File: config.mk
export PLATFORM = sky130hd
export DESIGN_NAME = i2c_master_register_transfer_fsm
export DESIGN_NICKNAME = d
export VERILOG_FILES = /design/src/rtl/i2cmrt_pkg.sv /design/src/rtl/i2cmrt_ram.sv /design/src/rtl/i2c_master_register_transfer_fsm.sv
export SDC_FILE = /design/constraint.sdc
export NUM_CORES = 2
export LEC_CHECK = 0
export CELL_PAD_IN_SITES_DETAIL_PLACEMENT = 2
export CELL_PAD_IN_SITES_GLOBAL_PLACEMENT = 2
export CORE_MARGIN = 8
export CORE_UTILIZATION = 54
export CTS_CLUSTER_SIZE = 16
export DETAILED_ROUTE_END_ITERATION = 10
export DONT_BUFFER_PORTS = 1
export GPL_TIMING_DRIVEN = 0
export PLACE_DENSITY_LB_ADDON = 0.1
export SYNTH_ARGS = -nofsm -noshare
export SYNTH_HDL_FRONTEND = slang
export SYNTH_HIERARCHICAL = 1
export SYNTH_SLANG_ARGS = --single-unit
File: constraint.sdc
create_clock -name clk_i -period 6.61 [get_ports clk_i]
set_clock_uncertainty 0.1 [all_clocks]
set_input_delay 1.322 -clock clk_i [delete_from_list [all_inputs] [get_ports clk_i]]
set_output_delay 1.322 -clock clk_i [all_outputs]
set_load 0.02 [all_outputs]
File: src/rtl/i2cmrt_pkg.sv
// Shared types, codes and buffer sizing for the I2C register transfer sequencer.
package i2cmrt_pkg;

  localparam int BufferDepth = 256;
  localparam int BufAddrW    = (BufferDepth > 1) ? $clog2(BufferDepth) : 1;
  localparam int BufIdxW     = (BufAddrW > 8) ? BufAddrW : 8;

  typedef enum logic [2:0] {
    CmdWrite   = 3'd0,
    CmdRead    = 3'd1,
    CmdEvent   = 3'd2,
    CmdTimeout = 3'd3,
    CmdPush    = 3'd4
  } cmd_e;

  typedef enum logic [3:0] {
    BsStart     = 4'd0,
    BsRepStart  = 4'd1,
    BsSlawAck   = 4'd2,
    BsSlawNack  = 4'd3,
    BsDatawAck  = 4'd4,
    BsDatawNack = 4'd5,
    BsSlarAck   = 4'd6,
    BsSlarNack  = 4'd7,
    BsDatarAck  = 4'd8,
    BsDatarNack = 4'd9,
    BsOther     = 4'd10
  } bus_st_e;

  typedef enum logic [1:0] {
    AckKeep  = 2'd0,
    AckSet   = 2'd1,
    AckClear = 2'd2
  } ack_e;

  typedef enum logic [2:0] {
    StOk      = 3'd0,
    StNak     = 3'd1,
    StInvalid = 3'd2,
    StTimeout = 3'd3,
    StBusy    = 3'd4
  } res_st_e;

  typedef enum logic [2:0] {
    CfgSlaveAddr  = 3'd0,
    CfgRegAddr    = 3'd1,
    CfgSendReg    = 3'd2,
    CfgLenPrefix  = 3'd3,
    CfgXferSize   = 3'd4
  } cfg_idx_e;

  typedef enum logic [2:0] {
    ModeIdle = 3'b001,
    ModeTx   = 3'b010,
    ModeRx   = 3'b100
  } mode_e;

  typedef enum logic [2:0] {
    PhAddr = 3'b001,
    PhLen  = 3'b010,
    PhData = 3'b100
  } phase_e;

  // first member lands in the highest bits
  typedef struct packed {
    logic       was_write;
    logic [7:0] byte_count;
    res_st_e    status;
    logic       done_res;
    logic [7:0] rx_byte;
    logic       rx_valid;
    logic       clear_start;
    ack_e       ack_control;
    logic       request_stop;
    logic       request_start;
    logic [7:0] byte_out;
    logic       drive_byte;
  } result_t;

  function automatic logic buf_hit(logic [7:0] idx);
    return {24'd0, idx} < 32'(BufferDepth);
  endfunction

  function automatic logic [BufAddrW-1:0] buf_addr(logic [7:0] idx);
    logic [BufIdxW-1:0] wide;
    wide = BufIdxW'(idx);
    return wide[BufAddrW-1:0];
  endfunction

endpackage

File: src/rtl/i2cmrt_ram.sv
// Generic single-port-write, registered-read RAM.
module i2cmrt_ram #(
  parameter int Width = 8,
  parameter int Depth = 256
) (
  input  logic                                   clk_i,
  input  logic                                   we_i,
  input  logic [((Depth > 1) ? $clog2(Depth) : 1)-1:0] waddr_i,
  input  logic [Width-1:0]                       wdata_i,
  input  logic                                   re_i,
  input  logic [((Depth > 1) ? $clog2(Depth) : 1)-1:0] raddr_i,
  output logic [Width-1:0]                       rdata_o
);

  logic [Width-1:0] mem_q [Depth];
  logic [Width-1:0] rdata_q;

  always_ff @(posedge clk_i) begin
    if (we_i) begin
      mem_q[waddr_i] <= wdata_i;
    end
    if (re_i) begin
      rdata_q <= mem_q[raddr_i];
    end
  end

  assign rdata_o = rdata_q;

endmodule

File: src/rtl/i2c_master_register_transfer_fsm.sv
// Top level of the I2C master register transfer sequencer.
//
// Input stream: one beat per command. tuser carries the command (start write,
// start read, bus event, timeout, push byte); tdata carries the bus status,
// the received byte and the byte to push. Every input beat yields exactly
// one output beat telling the byte engine what to do next (load a byte,
// START, STOP, acknowledge control) plus received data and completion status.
// The configuration channel writes slave address, register address, phase
// enables and transfer size; write it only while no transaction is in flight.
// From input beat to output beat the result is registered in the merge stage,
// which updates the sequencer state and reads the transmit buffer RAM, and then
// in the output register, which merges in the RAM read data. One beat per cycle
// is sustained unless the output stalls; the RAM read is the only extra stage.
// Reset clears the sequencer to idle with an empty push pointer; the buffer
// contents are undefined until pushed. When the output is stalled the result
// holds in the output register, one more beat waits in the merge stage and
// then the input stops accepting.
module i2c_master_register_transfer_fsm (
  input  logic        clk_i,
  input  logic        rst_ni,
  input  logic        s_axis_tvalid,
  output logic        s_axis_tready,
  input  logic [23:0] s_axis_tdata,  // bus_status[3:0], rx_data[11:4], tx_data[19:12]
  input  logic [2:0]  s_axis_tuser,  // command[2:0]
  output logic        m_axis_tvalid,
  input  logic        m_axis_tready,
  // drive_byte[0], byte_out[8:1], request_start[9], request_stop[10],
  // ack_control[12:11], clear_start[13], rx_valid[14], rx_byte[22:15],
  // done_res[23], status[26:24], byte_count[34:27], was_write[35]
  output logic [39:0] m_axis_tdata,
  input  logic        cfg_valid_i,
  output logic        cfg_ready_o,
  input  logic [2:0]  cfg_index_i,
  input  logic [7:0]  cfg_data_i
);
  import i2cmrt_pkg::*;

  logic [6:0] slave_addr_q;
  logic [7:0] reg_addr_q;
  logic       send_reg_q;
  logic       len_prefix_q;
  logic [7:0] xfer_size_q;

  mode_e      mode_q, mode_d;
  phase_e     phase_q, phase_d;
  logic [7:0] proc_q, proc_d;
  logic [7:0] size_q, size_d;
  logic [7:0] lptr_q, lptr_d;

  logic       a_valid_q, a_valid_d;
  result_t    a_res_q, a_res_d;
  logic       a_ram_q, a_ram_d;
  logic       m_valid_q, m_valid_d;
  result_t    m_res_q, m_res_d;

  logic       s_acc, a_adv;
  logic       fin;
  res_st_e    fin_st;
  logic       ram_we, ram_re;
  logic [7:0] ram_rdata;
  logic [3:0] bus_st;
  logic [7:0] rx_data, tx_data;
  logic [8:0] proc_inc;

  assign bus_st  = s_axis_tdata[3:0];
  assign rx_data = s_axis_tdata[11:4];
  assign tx_data = s_axis_tdata[19:12];

  assign a_adv         = a_valid_q && (!m_valid_q || m_axis_tready);
  assign s_axis_tready = !a_valid_q || a_adv;
  assign s_acc         = s_axis_tvalid && s_axis_tready;
  assign cfg_ready_o   = 1'b1;

  always_ff @(posedge clk_i or negedge rst_ni) begin
    if (!rst_ni) begin
      slave_addr_q <= '0;
      reg_addr_q   <= '0;
      send_reg_q   <= 1'b0;
      len_prefix_q <= 1'b0;
      xfer_size_q  <= '0;
    end else if (cfg_valid_i) begin
      unique case (cfg_idx_e'(cfg_index_i))
        CfgSlaveAddr: slave_addr_q <= cfg_data_i[6:0];
        CfgRegAddr:   reg_addr_q   <= cfg_data_i;
        CfgSendReg:   send_reg_q   <= cfg_data_i[0];
        CfgLenPrefix: len_prefix_q <= cfg_data_i[0];
        CfgXferSize:  xfer_size_q  <= cfg_data_i;
        default: ;
      endcase
    end
  end

  always_comb begin
    mode_d   = mode_q;
    phase_d  = phase_q;
    proc_d   = proc_q;
    size_d   = size_q;
    lptr_d   = lptr_q;
    a_res_d  = '0;
    a_ram_d  = 1'b0;
    fin      = 1'b0;
    fin_st   = StOk;
    ram_we   = 1'b0;
    ram_re   = 1'b0;
    proc_inc = '0;
    if (s_acc) begin
      unique case (cmd_e'(s_axis_tuser))
        CmdWrite, CmdRead: begin
          if (mode_q != ModeIdle) begin
            a_res_d.done_res  = 1'b1;
            a_res_d.status    = StBusy;
            a_res_d.was_write = (cmd_e'(s_axis_tuser) == CmdWrite);
          end else begin
            proc_d = '0;
            if (send_reg_q) begin
              phase_d = PhAddr;
            end else if (len_prefix_q) begin
              phase_d = PhLen;
            end else begin
              phase_d = PhData;
            end
            size_d = xfer_size_q;
            mode_d = (cmd_e'(s_axis_tuser) == CmdWrite) ? ModeTx : ModeRx;
            a_res_d.request_start = 1'b1;
            a_res_d.ack_control   = AckClear;
          end
        end
        CmdEvent: begin
          if (mode_q == ModeTx) begin
            if (bus_st == BsStart) begin
              a_res_d.drive_byte  = 1'b1;
              a_res_d.byte_out    = {slave_addr_q, 1'b0};
              a_res_d.clear_start = 1'b1;
            end else if (bus_st == BsSlawNack) begin
              fin    = 1'b1;
              fin_st = StNak;
            end else if (bus_st == BsDatawNack && (proc_q < size_q || phase_q != PhData)) begin
              fin    = 1'b1;
              fin_st = StNak;
            end else if (bus_st != BsSlawAck && bus_st != BsDatawAck &&
                         bus_st != BsDatawNack) begin
              fin    = 1'b1;
              fin_st = StInvalid;
            end else begin
              unique case (phase_q)
                PhAddr: begin
                  a_res_d.drive_byte = 1'b1;
                  a_res_d.byte_out   = reg_addr_q;
                  phase_d = len_prefix_q ? PhLen : PhData;
                end
                PhLen: begin
                  a_res_d.drive_byte = 1'b1;
                  a_res_d.byte_out   = size_q;
                  phase_d = PhData;
                end
                default: begin
                  if (proc_q < size_q) begin
                    a_res_d.drive_byte = 1'b1;
                    ram_re  = buf_hit(proc_q);
                    a_ram_d = buf_hit(proc_q);
                    proc_d  = proc_q + 8'd1;
                  end else begin
                    fin    = 1'b1;
                    fin_st = StOk;
                  end
                end
              endcase
            end
          end else if (mode_q == ModeRx) begin
            unique case (bus_st_e'(bus_st))
              BsStart: begin
                a_res_d.drive_byte  = 1'b1;
                a_res_d.clear_start = 1'b1;
                if (phase_q == PhAddr) begin
                  a_res_d.byte_out = {slave_addr_q, 1'b0};
                  phase_d = len_prefix_q ? PhLen : PhData;
                end else begin
                  a_res_d.byte_out = {slave_addr_q, 1'b1};
                end
              end
              BsRepStart: begin
                a_res_d.drive_byte  = 1'b1;
                a_res_d.clear_start = 1'b1;
                a_res_d.byte_out    = {slave_addr_q, 1'b1};
              end
              BsSlawNack, BsSlarNack: begin
                fin    = 1'b1;
                fin_st = StNak;
              end
              BsSlawAck: begin
                a_res_d.drive_byte = 1'b1;
                a_res_d.byte_out   = reg_addr_q;
              end
              BsDatawAck, BsDatawNack: begin
                a_res_d.request_start = 1'b1;
              end
              BsSlarAck: begin
                a_res_d.ack_control = (size_q != '0 || len_prefix_q) ? AckSet : AckClear;
              end
              BsDatarAck: begin
                if (phase_q == PhAddr) begin
                  fin    = 1'b1;
                  fin_st = StInvalid;
                end else begin
                  if (phase_q == PhLen) begin
                    if (rx_data < size_q) begin
                      size_d = rx_data;
                    end
                    phase_d = PhData;
                  end else begin
                    a_res_d.rx_valid = 1'b1;
                    a_res_d.rx_byte  = rx_data;
                    if (proc_q != 8'hff) begin
                      proc_d = proc_q + 8'd1;
                    end
                  end
                  proc_inc = {1'b0, proc_d} + 9'd1;
                  a_res_d.ack_control = (proc_inc < {1'b0, size_d}) ? AckSet : AckClear;
                end
              end
              BsDatarNack: begin
                if (proc_q < size_q) begin
                  a_res_d.rx_valid = 1'b1;
                  a_res_d.rx_byte  = rx_data;
                  if (proc_q != 8'hff) begin
                    proc_d = proc_q + 8'd1;
                  end
                end
                fin    = 1'b1;
                fin_st = StOk;
              end
              default: begin
                fin    = 1'b1;
                fin_st = StInvalid;
              end
            endcase
          end
        end
        CmdTimeout: begin
          if (mode_q != ModeIdle) begin
            fin    = 1'b1;
            fin_st = StTimeout;
          end
        end
        CmdPush: begin
          if (mode_q != ModeTx && lptr_q != 8'hff && buf_hit(lptr_q)) begin
            ram_we = 1'b1;
            lptr_d = lptr_q + 8'd1;
          end
        end
        default: ;
      endcase
      if (fin) begin
        a_res_d.request_stop = 1'b1;
        a_res_d.done_res     = 1'b1;
        a_res_d.status       = fin_st;
        a_res_d.byte_count   = proc_d;
        a_res_d.was_write    = (mode_q == ModeTx);
        if (mode_q == ModeTx) begin
          lptr_d = '0;
        end
        mode_d = ModeIdle;
      end
    end
  end

  i2cmrt_ram #(
    .Width (8),
    .Depth (BufferDepth)
  ) u_buf (
    .clk_i   (clk_i),
    .we_i    (ram_we),
    .waddr_i (buf_addr(lptr_q)),
    .wdata_i (tx_data),
    .re_i    (ram_re),
    .raddr_i (buf_addr(proc_q)),
    .rdata_o (ram_rdata)
  );

  always_comb begin
    a_valid_d = a_valid_q;
    if (s_acc) begin
      a_valid_d = 1'b1;
    end else if (a_adv) begin
      a_valid_d = 1'b0;
    end
    m_valid_d = m_valid_q;
    m_res_d   = m_res_q;
    if (a_adv) begin
      m_valid_d = 1'b1;
      m_res_d   = a_res_q;
      if (a_ram_q) begin
        m_res_d.byte_out = ram_rdata;
      end
    end else if (m_axis_tready) begin
      m_valid_d = 1'b0;
    end
  end

  always_ff @(posedge clk_i or negedge rst_ni) begin
    if (!rst_ni) begin
      mode_q    <= ModeIdle;
      phase_q   <= PhAddr;
      proc_q    <= '0;
      size_q    <= '0;
      lptr_q    <= '0;
      a_valid_q <= 1'b0;
      m_valid_q <= 1'b0;
    end else begin
      mode_q    <= mode_d;
      phase_q   <= phase_d;
      proc_q    <= proc_d;
      size_q    <= size_d;
      lptr_q    <= lptr_d;
      a_valid_q <= a_valid_d;
      m_valid_q <= m_valid_d;
    end
  end

  always_ff @(posedge clk_i) begin
    if (s_acc) begin
      a_res_q <= a_res_d;
      a_ram_q <= a_ram_d;
    end
    m_res_q <= m_res_d;
  end

  assign m_axis_tvalid = m_valid_q;
  assign m_axis_tdata  = {4'd0, m_res_q};

`ifndef ASSERT_OFF
  a_stall_blocks_input: assert property (@(posedge clk_i) disable iff (!rst_ni)
    (a_valid_q && !a_adv) |-> !s_axis_tready)
    else $error("input accepted while merge stage is stalled");

  a_finish_goes_idle: assert property (@(posedge clk_i) disable iff (!rst_ni)
    (s_acc && fin) |=> (mode_q == ModeIdle && lptr_q == $past(lptr_d)))
    else $error("sequencer not idle after completion");

  a_no_push_in_tx: assert property (@(posedge clk_i) disable iff (!rst_ni)
    (mode_q == ModeTx) |-> !ram_we)
    else $error("buffer written during a write transfer");

  a_tx_count_bound: assert property (@(posedge clk_i) disable iff (!rst_ni)
    (mode_q == ModeTx) |-> (proc_q <= size_q))
    else $error("write count passed transfer size");

  a_ram_read_held: assert property (@(posedge clk_i) disable iff (!rst_ni)
    (a_valid_q && a_ram_q) |-> !ram_re || a_adv)
    else $error("buffer read issued over a pending read");
`endif

endmodule

==> flow_summary.ini, run 1 <==
[outcome]
status = stopped before the end
lastStage = clock tree synthesis
tool.error = [ERROR DPL-0033] detailed placement checks failed during check placement.

[clocking]
cts_max_path_buffers = 3
cts.sinks = 2186
cts_hold_buf = 3
cts_setup_buffers = 0
cts_made_buffers = 217
root_buffer = clkbuf_16
htree_levels = 4
post_cts_resized = 24

[floorplan]
io_pins = 86
die_y_um = 417.5
die_x_um = 417.5
rows = 147
start_util = 0.5427

[synth]
synth_ff_type = edfxtp_1
async_reset_ff_frac = 0.02608
ys_seq_elements = 2186
ys_warn_count = 6
syn_area_mm2 = 0.08704
synth_area_leaders = edfxtp_1, mux4_2, dfrtp_1, mux2i_1, nor2_1
synthCells = 4410
seq_area_frac_synth = 0.7509
synthDistinctLibCells = 96
yosysTopAreaCellShare = 0.7345
avgSynthCellArea_um2 = 19.74
yosysTopAreaCell = edfxtp_1
synth_edf_count = 2129

[place]
io_buffer_count = 0
gp_congestion = 0.9177
pre_cts_ws_ns = -0.8127
hpwl_mm = 234.0
placed_area_mm2 = 0.08992
-- Yosys cell counts (6+ instances only) --
| library cell | number |
|---|---|
| nor4_1 | 32 |
| a211oi_1 | 24 |
| and2_1 | 20 |
| nand2_1 | 98 |
| a22oi_1 | 148 |
| mux4_2 | 454 |
| o22a_1 | 6 |
| edfxtp_1 | 2129 |
| buf_8 | 13 |
| a31oi_1 | 17 |
| a21oi_1 | 121 |
| buf_6 | 23 |
| o211ai_1 | 13 |
| and3_1 | 12 |
| dfrtp_1 | 55 |
| buf_1 | 21 |
| nand4_1 | 24 |
| nor3_1 | 37 |
| mux2i_4 | 7 |
| o221ai_1 | 46 |
| nand3_1 | 51 |
| inv_1 | 18 |
| clkbuf_1 | 134 |
| o21ai_1 | 13 |
| buf_4 | 32 |
| nand3b_1 | 6 |
| mux2_2 | 36 |
| buf_12 | 9 |
| buf_2 | 38 |
| mux2i_1 | 137 |
| nor2b_1 | 36 |
| ha_1 | 24 |
| a22o_1 | 9 |
| xor2_1 | 7 |
| o21ai_0 | 33 |
| nor2_1 | 333 |
| o21a_1 | 6 |
| o31ai_1 | 6 |
| o22ai_1 | 32 |
| xnor2_1 | 10 |
| nand2b_1 | 17 |
| mux2_4 | 7 |
| a221oi_1 | 13 |
-- kinds of logic after synthesis --
logic type | synth area share
buf+inv | 0.01974
simple gates | 0.03936
mux | 0.1415
flops | 0.7509
xor+xnor | 0.001711
other cells | 0.00008628
fa+ha+maj | 0.003450
compound gates | 0.04323
-- metrics by stage --
stage          setup TNS (ns)  std cells  hold WS [ns]
3_3_place_gp         -2082.84       6573        0.3008
2_1_floorplan               0       4413        0.3003
3_5_place_dp          -299.25       6581        0.3055
==> run 2, diff against run 1 <==
CELL_PAD_IN_SITES_DETAIL_PLACEMENT = unset   (was 2)
CELL_PAD_IN_SITES_GLOBAL_PLACEMENT = unset   (was 2)
CORE_UTILIZATION = 40   (was 54)
CTS_CLUSTER_SIZE = unset   (was 16)
PLACE_DENSITY_LB_ADDON = 0.15   (was 0.1)
==> run 2 against run 1 <==
- the flow now finishes, with violations (capacitance limit, slew limit)
- synthesized cell count did not move
- synthesized area stayed put
==> flow_summary.ini, run 2 <==
[finish]
max_flop_register = u_buf/mem_q
largest_reg_flops = 2048
layout-drive-gt1-share = 0.2105
fin_area_mm2 = 0.09823
final_common_cell = edfxtp_1
final_cell_mix = edfxtp_1, mux4_2, nor2_1
fillers = 18435
synthToLayoutAreaGrowth_pct = 12.86
finish.utilization = 0.4532
final_nets = 4714

[clocking]
cts.sinks = 2186
cts_max_path_buffers = 3
clk_pin_slew_ns = 0.06
htree_levels = 4
clock_insertion_delay_worst_skew_ns = 0.88
cts_tree = built
root_buffer = clkbuf_16
cts_setup_buffers = 0
cts_made_buffers = 226

[sta]
whs_ns = 0.07663
rsz0062_at_grt = false
period_minus_slack_ns = 6.456
post-route-period-util = 0.9767
setup_slack_ns = 0.1541
setup_violations = 0
hold_viol_final = 0
relSlewSlack = -0.06647
worst_slew_pin_slew_ns = 1.600
slew_viol_final = 57
clock.fmax_ghz = 0.1549

[drt]
drc = 0
dr_total_vias = 47110
ant_nets = 0
drt_iter0_markers = 5845
drt-total-wl_mm = 282.3
routed_via_density = 6.120
route.detailed.wl_per_inst_um = 36.67
dr.pass1.iters = 7

[grt]
overflow = 0
grt_max_degree = 257
grt_pass1_wl_mm = 384.2
antenna_found_initial = 11
grt_usage = 0.2383
first_global_vias = 45918

[synth]
ys_seq_elements = 2186
yosysTopAreaCell = edfxtp_1
avgSynthCellArea_um2 = 19.74
yosys-top-cells-count = edfxtp_1, mux4_2, nor2_1
yosysTopAreaCellShare = 0.7345
synth_area_leaders = edfxtp_1, mux4_2, dfrtp_1, mux2i_1, nor2_1
yosysMostFrequentCell = edfxtp_1
syn_area_mm2 = 0.08704
synthCells = 4410
ys_warn_count = 6
async_reset_ff_frac = 0.02608
seq_area_frac_synth = 0.7509
synth_ff_type = edfxtp_1
synthDistinctLibCells = 96
synth_edf_count = 2129

[floorplan]
die_area_mm2 = 0.2328
rows = 171
io_pins = 86
die_y_um = 482.5
die_x_um = 482.5
coreArea_mm2 = 0.2167
start_util = 0.4016

[place]
gp_congestion = 0.9087
io_buffer_count = 0
hpwl_mm = 185.2
placed_area_mm2 = 0.09076
pre_cts_ws_ns = -0.3624

[power_and_ir_drop]
p_leak_nw = 29.40
p_per_area_mw_per_mm2 = 306.3
irDropWorstVdd_mv = 0.2644

[setup_path]
cp_max_fo = 10
crit_arrival_ns = 6.79
crit_path_end_kind = flip-flop
crit_required_ns = 6.94
criticalPathCategory = reg -> reg
critPathLaunchType = flip-flop

[min_path]
hp-class = in -> async

[run]
max-cap-violations = 8

[outcome]
status = finished with violations
violations = capacitance limit, slew limit
run 2: cell counts after synthesis:
No cell type changed its count.
run 2: logic make-up after synthesis:
logic type | after synthesis | share of synthesized area
DFF | 2186 | 0.7509
muxes | 643 | 0.1415
AOI/OAI and AO/OA | 535 | 0.04323
other | 2 | 0.00008628
adders and majority gates | 24 | 0.003450
and+or+nand+nor | 714 | 0.03936
buffers and inverters | 289 | 0.01974
xor gates and xnor gates | 17 | 0.001711
run 2: cell type report:
type / instances / area [µm²] / share of cell area
flip-flops and latches: 2186 / 65360 / 0.6654
multi-input cells: 1938 / 20030 / 0.2039
clock buffers: 298 / 5987 / 0.06095
well taps: 2854 / 3571 / 0.03635
plain buffers: 270 / 1674 / 0.01704
clock inverters: 123 / 1429 / 0.01455
repair buffers: 6 / 97.59 / 0.0009935
inverters: 19 / 71.32 / 0.0007260
diodes: 4 / 10.01 / 0.0001019
run 2: metal layers:
| layer | GRT usage | part of all wire |
|---|---|---|
| met4 | 0.07770 | 0.036 |
| met2 | 0.3899 | 0.48 |
| met1 | 0.3190 | 0.40 |
| met5 | 0 | 0 |
| met3 | 0.05205 | 0.088 |
run 2: final timing paths:
kind                             start          endpoint  slack, ns  depth (start not counted)
max                          proc_q[1]  u_buf/rdata_o[1]       0.15                          9
min                             rst_ni         proc_q[3]       0.08                          0
max reg2reg                  proc_q[1]  u_buf/rdata_o[1]       0.15                          9
min reg2reg                a_res_q[16]  m_axis_tdata[16]       0.31                          0
max in group asynchronous       rst_ni   slave_addr_q[3]       5.89                          1
min in group clk_i         a_res_q[16]  m_axis_tdata[16]       0.31                          0
run 2: timing repair:
item,CTS,global route
resized for setup,0,3
setup endpoints to repair,0,12
hold buffers,1,0
endpoints found under the hold margin,49,0
run 2: critical path: stages, from the launching register on:
cell and delay, ns:
dfrtp_1 0.59, buf_2 0.46, buf_4 0.46, buf_2 0.46, buf_1 1.19, mux4_2 0.47
o22ai_1 0.08, nor3_1 0.62, nor4_1 0.24, nor4_1 1.28
run 2: per-stage QoR:
stage,power [W],setup TNS (ns),cells
detailed placement,0.01758,-95.73,7271
finish,0.03008,0,7698
floorplan,0.01689,0,4413
global placement,0.01757,-1362.48,7267
global route,0.03090,0,7694
CTS,0.03029,0,7693
run 2: power by group:
group,switching [W],internal (W)
clock,0.00548,0.00726
combinational,0.00116,0.000653
sequential,0.000187,0.0153
total,0.00682,0.0233
No activity file was read; power rests on OpenSTA's default activity.
